--- src/rtl/core/btnc_pkg.sv ---
// Package for the B+ tree internal node child search unit.
// Holds sizes, operation and status codes, FSM states and shared structs.
// No dependencies.
`timescale 1ns / 1ps

package btnc_pkg;

	localparam int CAPACITY = 256;
	localparam int ADDR_W   = $clog2(CAPACITY);
	localparam int CNT_W    = $clog2(CAPACITY + 1);
	localparam int KEY_W    = 32;
	localparam int POS_W    = 8;

	typedef enum logic [2:0] {
		MODE_WR_KEY   = 3'd0,
		MODE_WR_CHILD = 3'd1,
		MODE_RD_ENTRY = 3'd2,
		MODE_LOOKUP   = 3'd3,
		MODE_FIND     = 3'd4
	} mode_t;

	typedef enum logic [1:0] {
		ST_OK        = 2'd0,
		ST_NOT_FOUND = 2'd1,
		ST_RANGE     = 2'd2,
		ST_EMPTY     = 2'd3
	} status_t;

	typedef enum logic [2:0] {
		S_IDLE,
		S_SCAN_KEY,
		S_SCAN_CHILD,
		S_EMIT
	} state_t;

	typedef enum logic [1:0] {
		RES_NONE,
		RES_ENTRY,
		RES_CHILD
	} kind_t;

	typedef struct packed {
		logic              key_we;
		logic              child_we;
		logic [ADDR_W-1:0] wr_addr;
		logic              rd_en;
		logic [ADDR_W-1:0] rd_addr;
	} ram_ctl_t;

	typedef struct packed {
		logic                    load;
		logic signed [KEY_W-1:0] key;
		logic signed [KEY_W-1:0] child;
		logic [POS_W-1:0]        position;
		status_t                 status;
	} res_t;

endpackage

--- src/rtl/core/btnc_engine.sv ---
// Sequencer for the node table: writes, entry reads, key lookup scan and child scan.
// Drives both table RAMs and hands one result word to the output stage. Uses btnc_pkg.
`timescale 1ns / 1ps

module btnc_engine (
	input  logic                               clk,
	input  logic                               arst_n,
	input  logic                               in_valid,
	output logic                               in_stall,
	input  logic [2:0]                         mode,
	input  logic [7:0]                         slot,
	input  logic signed [btnc_pkg::KEY_W-1:0]  search_key,
	input  logic signed [btnc_pkg::KEY_W-1:0]  child_ref,
	input  logic [btnc_pkg::CNT_W-1:0]         used,
	input  logic signed [btnc_pkg::KEY_W-1:0]  key_rd_data,
	input  logic signed [btnc_pkg::KEY_W-1:0]  child_rd_data,
	input  logic                               out_free,
	output btnc_pkg::ram_ctl_t                 ram_ctl,
	output btnc_pkg::res_t                     res
);

	btnc_pkg::state_t                  state_q, state_d;
	btnc_pkg::kind_t                   kind_q, kind_d;
	btnc_pkg::status_t                 status_q, status_d;
	logic [btnc_pkg::ADDR_W-1:0]       cur_q, cur_d;
	logic [btnc_pkg::ADDR_W-1:0]       pos_q, pos_d;
	logic signed [btnc_pkg::KEY_W-1:0] key_q, key_d;
	logic signed [btnc_pkg::KEY_W-1:0] child_q, child_d;
	logic [btnc_pkg::ADDR_W-1:0]       last;
	logic                              slot_ok;
	logic                              accept;

	assign last    = btnc_pkg::ADDR_W'(used - btnc_pkg::CNT_W'(1));
	assign slot_ok = btnc_pkg::CNT_W'(slot) < used;
	assign accept  = in_valid && (state_q == btnc_pkg::S_IDLE);
	assign in_stall = (state_q != btnc_pkg::S_IDLE);

	always_ff @(posedge clk or negedge arst_n) begin
		if (!arst_n) begin
			state_q <= btnc_pkg::S_IDLE;
		end else begin
			state_q <= state_d;
		end
	end

	always_ff @(posedge clk) begin
		kind_q   <= kind_d;
		status_q <= status_d;
		cur_q    <= cur_d;
		pos_q    <= pos_d;
		key_q    <= key_d;
		child_q  <= child_d;
	end

	always_comb begin
		state_d  = state_q;
		kind_d   = kind_q;
		status_d = status_q;
		cur_d    = cur_q;
		pos_d    = pos_q;
		key_d    = key_q;
		child_d  = child_q;
		ram_ctl.key_we   = 1'b0;
		ram_ctl.child_we = 1'b0;
		ram_ctl.wr_addr  = btnc_pkg::ADDR_W'(slot);
		ram_ctl.rd_en    = 1'b0;
		ram_ctl.rd_addr  = cur_q;
		res.load     = 1'b0;
		res.key      = '0;
		res.child    = '0;
		res.position = btnc_pkg::POS_W'(pos_q);
		res.status   = status_q;
		if (kind_q == btnc_pkg::RES_ENTRY) begin
			res.key = key_rd_data;
		end
		if (kind_q != btnc_pkg::RES_NONE) begin
			res.child = child_rd_data;
		end

		unique case (state_q)
			btnc_pkg::S_IDLE: begin
				if (accept) begin
					key_d    = search_key;
					child_d  = child_ref;
					kind_d   = btnc_pkg::RES_NONE;
					status_d = btnc_pkg::ST_OK;
					pos_d    = '0;
					state_d  = btnc_pkg::S_EMIT;
					case (mode)
						btnc_pkg::MODE_WR_KEY: begin
							ram_ctl.key_we = slot_ok;
							if (!slot_ok) begin
								status_d = btnc_pkg::ST_RANGE;
							end
						end
						btnc_pkg::MODE_WR_CHILD: begin
							ram_ctl.child_we = slot_ok;
							if (!slot_ok) begin
								status_d = btnc_pkg::ST_RANGE;
							end
						end
						btnc_pkg::MODE_RD_ENTRY: begin
							if (slot_ok) begin
								ram_ctl.rd_en   = 1'b1;
								ram_ctl.rd_addr = btnc_pkg::ADDR_W'(slot);
								kind_d          = btnc_pkg::RES_ENTRY;
							end else begin
								status_d = btnc_pkg::ST_RANGE;
							end
						end
						btnc_pkg::MODE_LOOKUP: begin
							if (used == '0) begin
								status_d = btnc_pkg::ST_EMPTY;
							end else if (used == btnc_pkg::CNT_W'(1)) begin
								ram_ctl.rd_en   = 1'b1;
								ram_ctl.rd_addr = '0;
								kind_d          = btnc_pkg::RES_CHILD;
							end else begin
								ram_ctl.rd_en   = 1'b1;
								ram_ctl.rd_addr = btnc_pkg::ADDR_W'(1);
								cur_d           = btnc_pkg::ADDR_W'(1);
								state_d         = btnc_pkg::S_SCAN_KEY;
							end
						end
						btnc_pkg::MODE_FIND: begin
							if (used == '0) begin
								status_d = btnc_pkg::ST_NOT_FOUND;
							end else begin
								ram_ctl.rd_en   = 1'b1;
								ram_ctl.rd_addr = '0;
								cur_d           = '0;
								state_d         = btnc_pkg::S_SCAN_CHILD;
							end
						end
						default: begin
							status_d = btnc_pkg::ST_NOT_FOUND;
						end
					endcase
				end
			end
			btnc_pkg::S_SCAN_KEY: begin
				if (key_rd_data > key_q) begin
					pos_d           = cur_q - btnc_pkg::ADDR_W'(1);
					ram_ctl.rd_en   = 1'b1;
					ram_ctl.rd_addr = cur_q - btnc_pkg::ADDR_W'(1);
					kind_d          = btnc_pkg::RES_CHILD;
					state_d         = btnc_pkg::S_EMIT;
				end else if (cur_q == last) begin
					pos_d   = cur_q;
					kind_d  = btnc_pkg::RES_CHILD;
					state_d = btnc_pkg::S_EMIT;
				end else begin
					ram_ctl.rd_en   = 1'b1;
					ram_ctl.rd_addr = cur_q + btnc_pkg::ADDR_W'(1);
					cur_d           = cur_q + btnc_pkg::ADDR_W'(1);
				end
			end
			btnc_pkg::S_SCAN_CHILD: begin
				if (child_rd_data == child_q) begin
					pos_d   = cur_q;
					state_d = btnc_pkg::S_EMIT;
				end else if (cur_q == last) begin
					status_d = btnc_pkg::ST_NOT_FOUND;
					state_d  = btnc_pkg::S_EMIT;
				end else begin
					ram_ctl.rd_en   = 1'b1;
					ram_ctl.rd_addr = cur_q + btnc_pkg::ADDR_W'(1);
					cur_d           = cur_q + btnc_pkg::ADDR_W'(1);
				end
			end
			btnc_pkg::S_EMIT: begin
				if (out_free) begin
					res.load = 1'b1;
					state_d  = btnc_pkg::S_IDLE;
				end
			end
			default: begin
				state_d = btnc_pkg::S_IDLE;
			end
		endcase
	end

endmodule

--- config.mk ---
export PLATFORM = sky130hd
export DESIGN_NAME = btnc_engine
export DESIGN_NICKNAME = d
export VERILOG_FILES = /design/src/rtl/core/btnc_pkg.sv /design/src/rtl/core/btnc_engine.sv
export SDC_FILE = /design/constraint.sdc
export NUM_CORES = 1
export LEC_CHECK = 0
export CAP_MARGIN = 20
export CORE_ASPECT_RATIO = 0.6
export CORE_UTILIZATION = 45
export CTS_BUF_LIST = sky130_fd_sc_hd__clkbuf_8
export DETAILED_ROUTE_END_ITERATION = 10
export DONT_BUFFER_PORTS = 1
export GPL_TIMING_DRIVEN = 0
export SYNTH_ARGS = -nofsm -noshare
export SYNTH_HDL_FRONTEND = slang
export SYNTH_SLANG_ARGS = --single-unit
export TNS_END_PERCENT = 20
--- constraint.sdc ---
create_clock -name clk -period 7.65 [get_ports clk]
set_input_delay 0.3825 -clock clk [delete_from_list [all_inputs] [get_ports clk]]
set_output_delay 0.3825 -clock clk [all_outputs]
set_load 0.1 [all_outputs]
After elaboration in Yosys (flattened, before gate mapping)
Index checks and enable logic that the tools add are counted.
{"block": "classes", "add_sub_neg": 3, "n_eq_ne": 22, "bitwise_logic": 0, "div": 0, "n_shift": 0, "n_mux": 58, "reduce_logical": 16, "order_cmp": 2, "n_mul": 0}
{"operator": "8-bit two-way mux", "count": 11}
{"operator": "32-bit two-way mux", "count": 2}
{"operator": "9-bit two-way mux", "count": 7}
{"operator": "9-bit case mux with 3 select lines", "count": 2}
{"operator": "8-bit case mux with 3 select lines", "count": 2}
{"operator": "32-bit equality test", "count": 1}
{"operator": "32-bit greater-than comparator", "count": 1}
{"operator": "2-bit two-way mux", "count": 14}
{"operator": "2-bit case mux with 2 select lines", "count": 4}
{"operator": "8-bit case mux with 2 select lines", "count": 1}
{"operator": "8-bit by 1-bit subtractor with 8-bit output (second input constant)", "count": 2}
{"operator": "3-bit two-way mux", "count": 5}
{"operator": "3-bit by 2-bit equality test with 1-bit output (second input constant)", "count": 4}
{"operator": "2-bit inequality test (second input constant)", "count": 6}
{"operator": "3-bit inequality test (second input constant)", "count": 4}
{"operator": "3-bit case mux with 4 select lines", "count": 1}
{"operator": "9-bit by 1-bit equality test with 1-bit output (second input constant)", "count": 1}
{"operator": "9-bit zero test", "count": 1}
{"operator": "8-bit by 9-bit < comparator with 1-bit output", "count": 1}
{"operator": "8-bit by 1-bit adder with 8-bit output (second input constant)", "count": 1}
{"operator": "8-bit equality test", "count": 1}
{"operator": "1-bit two-way mux", "count": 8}
{"operator": "4-bit AND reduction", "count": 2}
{"operator": "8-bit AND reduction", "count": 1}
{"operator": "12 further kinds", "count": 18}
{"block": "word_totals", "mem_bits_ro": 0, "input_bits": 152, "register_bits": 87, "out_inout_bits": 95, "latch_bits": 0, "memories": 0, "ramBits": 0, "wordCells": 108}

Depth between registers and ports, before layout
Gate-level depths: netlist of run 1.
{"block": "depth", "depth_word": 6, "ltp_mapped": 12, "depth_no_buf": 10}

Least setup slack after synthesis of run 1
No wires, ideal clock.
{"block": "synth_timing", "path_kind": "register to output", "startpoint": "register state_q[2]", "endpoint": "output port ram_ctl[4] in the netlist's numbering", "n_path_buf": 1, "t_arrival_ps": 5313, "path_slack_ps": 1954, "required_ps": 7267, "stages_incl_launch_ff": 10, "path_cell_list": "dfrtp_1 clkbuf_1 nor3_2 nand2_1 inv_1 o211a_2 nand2_1 nand2_1 and4b_1 a211oi_1"}
{"element": "from (decl)", "line": "btnc_engine.sv:22", "text": "btnc_pkg::state_t state_q, state_d;"}
{"element": "from (signal assigned)", "line": "btnc_engine.sv:40", "text": "state_q <= btnc_pkg::S_IDLE;"}
{"element": "from (signal assigned)", "line": "btnc_engine.sv:42", "text": "state_q <= state_d;"}
{"element": "to (decl)", "line": "btnc_engine.sv:18", "text": "output btnc_pkg::ram_ctl_t ram_ctl,"}

==> out/qor.txt, run 1 <==
status = completed
Yosys warnings = 0
max-cap viol count = 0
compound-cell area share of the yosys netlist = 0.150
Worst path slowest cell = a211oi_4
XOR/XNOR share of the synthesized area = 0.0691
number of diodes = 0
CP arrival = 4.24 ns
crit-path most repeated cell = nand2_1
FF-to-FF End = pos_q[4]$_DFFE_PP_
syn_area_per_cell = 9.71 µm²
asr flop ratio synth = 0.0345
Worst Skew = 0.0153 ns
layout net count = 853
Hold Path Depth = 0
WP depth = 10
Max Clock Freq = 216 MHz
Post-DRT Antenna Nets = 0
die area = 14200 µm²
CP bufs+invs = 3
clock sinks = 87
Inst Count DP = 816
GRT overflow = 0
Post-Synth Simple-Gate Area = 0.207
hpwl dp = 13800 µm
final wirelength = 17500 µm
TNS Setup = 0 ns
Post-synth EDFFs = 84
Seq cells post-synth = 87
initial antenna violation count = 1
CP Data Required Time = 7.27 ns
commonest non-fill, non-tap cell in the layout = edfxtp_1
Syn Nets = 833
Residual DRC = 0
first-pass GRT wire length = 26900 µm
layout cells sized above 1 = 0.140
post-layout instance area = 6940 µm²
sequential share of the synthesized area = 0.419
CP startpoint kind = flip-flop
Pwr Total = 1.58 mW
R2R depth = 11
CP Class = flip-flop to output pin
Slew @ Worst Pin = 1.16 ns
commonest cells after routing, fill and taps aside = 84 x edfxtp_1, 55 x inv_1, 44 x xnor2_1, 43 x ha_1
ys flop type = edfxtp_1
fin cells = 833
crit-path max cell delay = 0.96 ns
All-Layer GR Usage = 0.248
largest family of logic cells by synthesized area = simple AND/OR/NAND/NOR gates
Die Height = 92.9 µm
Reg2Reg Setup Slack = 3.96 ns
CTS tree = done
Clock Tree Buf Depth = 2
Pwr Density = 227 nW/µm²
Cell variety after synth = 74
CP Max Fanout = 43
RSZ-0062 raised after global routing = false
root buffer cell = clkbuf_8
Final WS setup = 3.03 ns
Crit path max-delay family = compound AO/OA/AOI/OAI gates
worst path cell trace = clkbuf_1, nor3_2, nand2_1, inv_2, buf_12, o211a_2, nand2_1, nand2_1, and4b_1, a211oi_4
number of CTS-inserted buffers = 9
placed cell areas = 6680 µm²
Worst setup endpoint = ram_ctl[4]
worst hold path type = input port to flip-flop
drt first pass iters = 5
vias in the first global route = 4887
Syn Inst Count = 638
cell row count = 32
Critical Path Sink Type = output pin
gpl congestion = 0.902
I/O pin cnt = 247
Max transition margin = 0.223
Peak supply drop = 118 µV
average via count per standard cell = 6.08
H-tree levels = 3
post-synthesis cell area = 6190 µm²
Skew-Pair Late Insertion Delay = 0.37 ns
LEAKAGE = 2.62 nW
minimum clock period = 4.62 ns
Post-Synth Adder-Cell Area = 0.0869
1st-iter DRT viols = 387
setup bufs post-CTS = 0
final worst-path cycle share = 0.604
via count = 5066
reg-to-reg startpoint = key_q[30]$_DFFE_PP_
final count of negative-setup-slack endpoints = 0
core area = 13100 µm²
Routed WL per cell = 21.0 µm
IO Port Bufs = 0
Post-CTS Resized = 0
area delta synth->final = 12.1%
Crit. Startpoint = state_q[2]$_DFFE_PN0P_
DP Worst Slack = 3.41 ns
post-synthesis mux area share = 0.00485
largest net degree at the start of global routing = 44
effective utilization at floorplan = 0.472
Final Max Tran Viols = 0
final count of hold timing violations = 0
die width = 153 µm
Reg clk slew, reported paths = 0.10 ns
[final cells by class]
type	count	area, µm²
multi-input cells	460	3340
fillers	1207	6190
clock buffers	9	124
repair buffers	9	155
clock inverters	7	125
plain buffers	35	176
inverters	56	210
flip-flops and latches	87	2600
well taps	170	213
[cells by family (layout without fill, tap and decap cells)]
family                     count (synthesis)  after routing
AOI/OAI and AO/OA                        137            137
muxes                                      3              3
other                                      1              1
and+or+nand+nor                          228            228
adders and majority gates                 43             43
DFF                                       87             87
xor gates and xnor gates                  48             48
buffers and inverters                     91            116
[state kept, by name, indices dropped and copies added, names as in the netlist]
| signal | cells |
|---|---|
| child_q | 32 |
| key_q | 32 |
| status_q | 2 |
| pos_q | 8 |
| kind_q | 2 |
| state_q | 3 |
| cur_q | 8 |
[what timing repair did]
| item | in CTS | in global routing |
|---|---|---|
| hold buffers | 1 | 0 |
| hold endpoints to repair | 3 | 0 |
| endpoints found under the setup margin | 0 | 0 |
[Yosys cell counts, drive strengths merged (2+ instances only)]
cell / number / area share
and3: 5 / 0.0051
o21ai: 38 / 0.031
xnor2: 45 / 0.065
nor3: 15 / 0.014
o211a: 3 / 0.0048
o31ai: 5 / 0.0061
mux2i: 3 / 0.0048
or3: 3 / 0.0030
buf: 12 / 0.014
a2111o: 2 / 0.0036
dfrtp: 3 / 0.012
o41ai: 2 / 0.0028
and4: 4 / 0.0057
inv: 56 / 0.034
a31oi: 6 / 0.0085
a211oi: 7 / 0.0093
a21oi: 31 / 0.025
a22o: 2 / 0.0028
ha: 43 / 0.087
xor2: 3 / 0.0042
a2111oi: 3 / 0.0053
nand2b: 5 / 0.0051
edfxtp: 84 / 0.41
nor4: 12 / 0.015
or2: 3 / 0.0030
nand2: 31 / 0.019
o2111ai: 2 / 0.0028
nand4: 15 / 0.016
nor2b: 37 / 0.037
a21o: 3 / 0.0036
and2: 36 / 0.036
nor2: 38 / 0.023
o21a: 3 / 0.0036
nor3b: 4 / 0.0057
nand3: 17 / 0.015
clkbuf: 23 / 0.015
a21boi: 2 / 0.0024
a211o: 4 / 0.0057
a22oi: 4 / 0.0048
o211ai: 4 / 0.0048
o22ai: 3 / 0.0030
[worst min-delay path by stage]
stage / to / slack [ns] / start
CTS: child_q[5]$_DFFE_PP_ / 0.08 / child_ref[5]
global route: child_q[5]$_DFFE_PP_ / 0.07 / child_ref[5]
floorplan: state_q[0]$_DFFE_PN0P_ / 0.09 / arst_n
detailed placement: state_q[2]$_DFFE_PN0P_ / 0.09 / arst_n
global placement: state_q[2]$_DFFE_PN0P_ / 0.09 / arst_n
finish: child_q[5]$_DFFE_PP_ / 0.1 / child_ref[5]
[layer usage]
metal | up-vias | share of wire | global-route usage | routed length (µm)
met5 | - | 0.00052 | 0 | 9
met4 | 2 | 0.011 | 0.0517 | 184
met3 | 21 | 0.097 | 0.0679 | 1700
met2 | 295 | 0.44 | 0.394 | 7770
met1 | 2420 | 0.45 | 0.338 | 7810
li1 | 2328 | - | - | -
[stage by stage]
stage | hold slack (ns) | utilization
3_5_place_dp | 0.0872 | 0.509
6_report | 0.0980 | 0.529
5_1_grt | 0.0682 | 0.529
4_1_cts | 0.0757 | 0.529
2_1_floorplan | 0.0869 | -
3_3_place_gp | 0.0871 | 0.488
[power breakdown]
group	total, mW	switching, mW	internal, mW	leakage, nW
combinational	0.559	0.432	0.126	1.68
sequential	0.611	0.0497	0.561	0.819
clock	0.407	0.185	0.221	0.125
Power figures use the tool's default switching activity.
==> inputs of run 2 (changes only) <==
==> constraint.sdc (replaced) <==
create_clock -name clk -period 3.9 [get_ports clk]
set_input_delay 0.195 -clock clk [delete_from_list [all_inputs] [get_ports clk]]
set_output_delay 0.195 -clock clk [all_outputs]
set_load 0.1 [all_outputs]
==> out/qor.txt, run 2 (same netlist as run 1, synthesis figures left out) <==
status = finished with violations
failing checks = setup timing
R2R depth = 8 (-3)
CP Max Fanout = 5 (-88%)
Pwr Density = 392 nW/µm² (+73%)
Reg clk slew, reported paths = 0.10 ns (about the same)
fin cells = 907 (+8.9%)
cell row count = 32 (unchanged)
Critical Path Sink Type = output pin
drt first pass iters = 6 (+1)
Peak supply drop = 203 µV (+71%)
initial antenna violation count = 0 (-1)
Final Max Tran Viols = 0 (unchanged)
Pwr Total = 3.08 mW (+96%)
CP Class = flip-flop to output pin
reg-to-reg startpoint = state_q[0]$_DFFE_PN0P_
number of diodes = 0 (unchanged)
final count of negative-setup-slack endpoints = 2 (+2)
post-layout instance area = 7860 µm² (+13%)
Routed WL per cell = 20.8 µm (-0.59%)
layout cells sized above 1 = 0.180 (+0.0402)
LEAKAGE = 2.92 nW (+11%)
IO Port Bufs = 0 (unchanged)
commonest cells after routing, fill and taps aside = 84 x edfxtp_1, 66 x dlygate4sd3_1, 49 x inv_1, 44 x xnor2_1, 36 x and2_1
max-cap viol count = 0 (unchanged)
1st-iter DRT viols = 491 (+27%)
top flop regs = child_q x32, key_q x32
via count = 5372 (+6.0%)
effective utilization at floorplan = 0.472 (unchanged)
CP startpoint kind = flip-flop
H-tree levels = 3 (unchanged)
worst hold path type = input port to asynchronous set/reset pin
Final WS setup = -0.0992 ns (-3.13 ns)
I/O pin cnt = 247 (unchanged)
Skew-Pair Late Insertion Delay = 0.36 ns (about the same)
Max transition margin = 0.210 (-0.0125)
Layout fillers = 1134 (-6.0%)
TNS Setup = -0.102 ns (-0.102 ns)
Clock Tree Buf Depth = 2 (unchanged)
number of CTS-inserted buffers = 9 (unchanged)
average via count per standard cell = 5.92 (-2.6%)
minimum clock period = 4.00 ns
Worst Skew = 0.0137 ns (-0.00166 ns)
RSZ-0062 raised after global routing = true
Slew @ Worst Pin = 1.18 ns (+0.0186 ns)
CP Data Required Time = 3.70 ns (-3.57 ns)
clock sinks = 87 (unchanged)
gpl congestion = 0.897 (-0.55%)
commonest non-fill, non-tap cell in the layout = edfxtp_1
Post-DRT Antenna Nets = 0 (unchanged)
Max Clock Freq = 250 MHz
core area = 13100 µm² (unchanged)
die area = 14200 µm² (unchanged)
final wirelength = 18900 µm (+8.2%)
Inst Count DP = 816 (unchanged)
vias in the first global route = 5324 (+8.9%)
CP arrival = 3.80 ns (-0.44 ns)
Crit. Startpoint = key_q[23]$_DFFE_PP_
largest net degree at the start of global routing = 46 (+4.5%)
GRT overflow = 0 (unchanged)
Die Height = 92.9 µm (unchanged)
area delta synth->final = 26.9%
first-pass GRT wire length = 28000 µm (+4.1%)
hpwl dp = 13900 µm (+0.40%)
final count of hold timing violations = 0 (unchanged)
root buffer cell = clkbuf_8
layout net count = 927 (+8.7%)
All-Layer GR Usage = 0.259 (+0.0103)
Residual DRC = 0 (unchanged)
final worst-path cycle share = 1.03
die width = 153 µm (unchanged)
CTS tree = done
placed cell areas = 6700 µm² (+0.24%)
-- run 2: changes by cell type in the layout (fill, tap and decap cells not counted), sizes merged --
cell,delta
clkinvlp,+2
bufinv,-2
buf,+8
dlygate4sd3,+65
inv,+1
-- run 2: timing repair --
item | CTS | global route
hold buffers | 65 | 1
cloned | 1 | 0
setup buffers | 5 | 4
gates resized for setup | 15 | 24
endpoints found under the setup margin | 8 | 8
hold endpoints to repair | 67 | 1
pin swaps | 15 | 12
-- run 2: where the power goes --
part	internal, mW	switching, mW	total [mW]	leakage, nW
Sequential	1.10	0.100	1.20	0.819
Combinational	0.313	0.876	1.19	1.99
Clock	0.314	0.379	0.693	0.109
Total	1.73	1.36	3.08	2.92
-- run 2: final timing paths --
| kind | end | slack [ns] |
|---|---|---|
| min reg2reg | pos_q[7]$_DFFE_PP_ | 0.81 |
| min in group clk | state_q[0]$_DFFE_PN0P_ | 0.12 |
| min | state_q[0]$_DFFE_PN0P_ | 0.09 |
| max | ram_ctl[3] | -0.1 |
| max reg2reg | cur_q[3]$_SDFFCE_PN0P_ | 0.51 |
| max in group asynchronous | state_q[2]$_DFFE_PN0P_ | 3.65 |
-- run 2: routing by layer --
layer  wire, µm  vias to the layer above  track usage
met5          0                        -            0
met4        171                        0       0.0525
met3       1790                       23       0.0655
met2       8710                      297        0.422
met1       8240                     2563        0.347
li1           -                     2489            -
-- run 2: through the flow --
| stage | worst slack [ns] | utilization | hold WS, ns |
|---|---|---|---|
| 2_1_floorplan | -0.0901 | - | -0.101 |
| 3_3_place_gp | -0.925 | 0.489 | -0.100 |
| 3_5_place_dp | -0.114 | 0.510 | -0.100 |
| 4_1_cts | -0.0507 | 0.586 | 0.000950 |
| 5_1_grt | -0.256 | 0.598 | 0.0765 |
| 6_report | -0.0992 | 0.598 | 0.0894 |
-- run 2: final cells by class --
type,count,area [µm²],area share
clock inverter,7,87.6,0.0111
multi-input combinational,460,3560,0.453
timing repair inverter,1,5.00,0.000637
inverter,56,214,0.0272
clock buffer,9,124,0.0158
buffer,34,165,0.0210
tap,170,213,0.0271
timing repair buffer,83,890,0.113
sequential,87,2600,0.331
-- run 2: critical path, stage by stage, from the launching register on --
cell and delay, ns:
edfxtp_1 0.35, inv_2 0.05, ha_4 0.26, nand4_1 0.23, nor4_4 0.36, buf_4 0.17
nand3_4 0.07, a31oi_4 0.26, buf_6 0.17, nor3_2 0.04, a211o_1 0.29, and4_4 0.21
a211oi_4 0.97
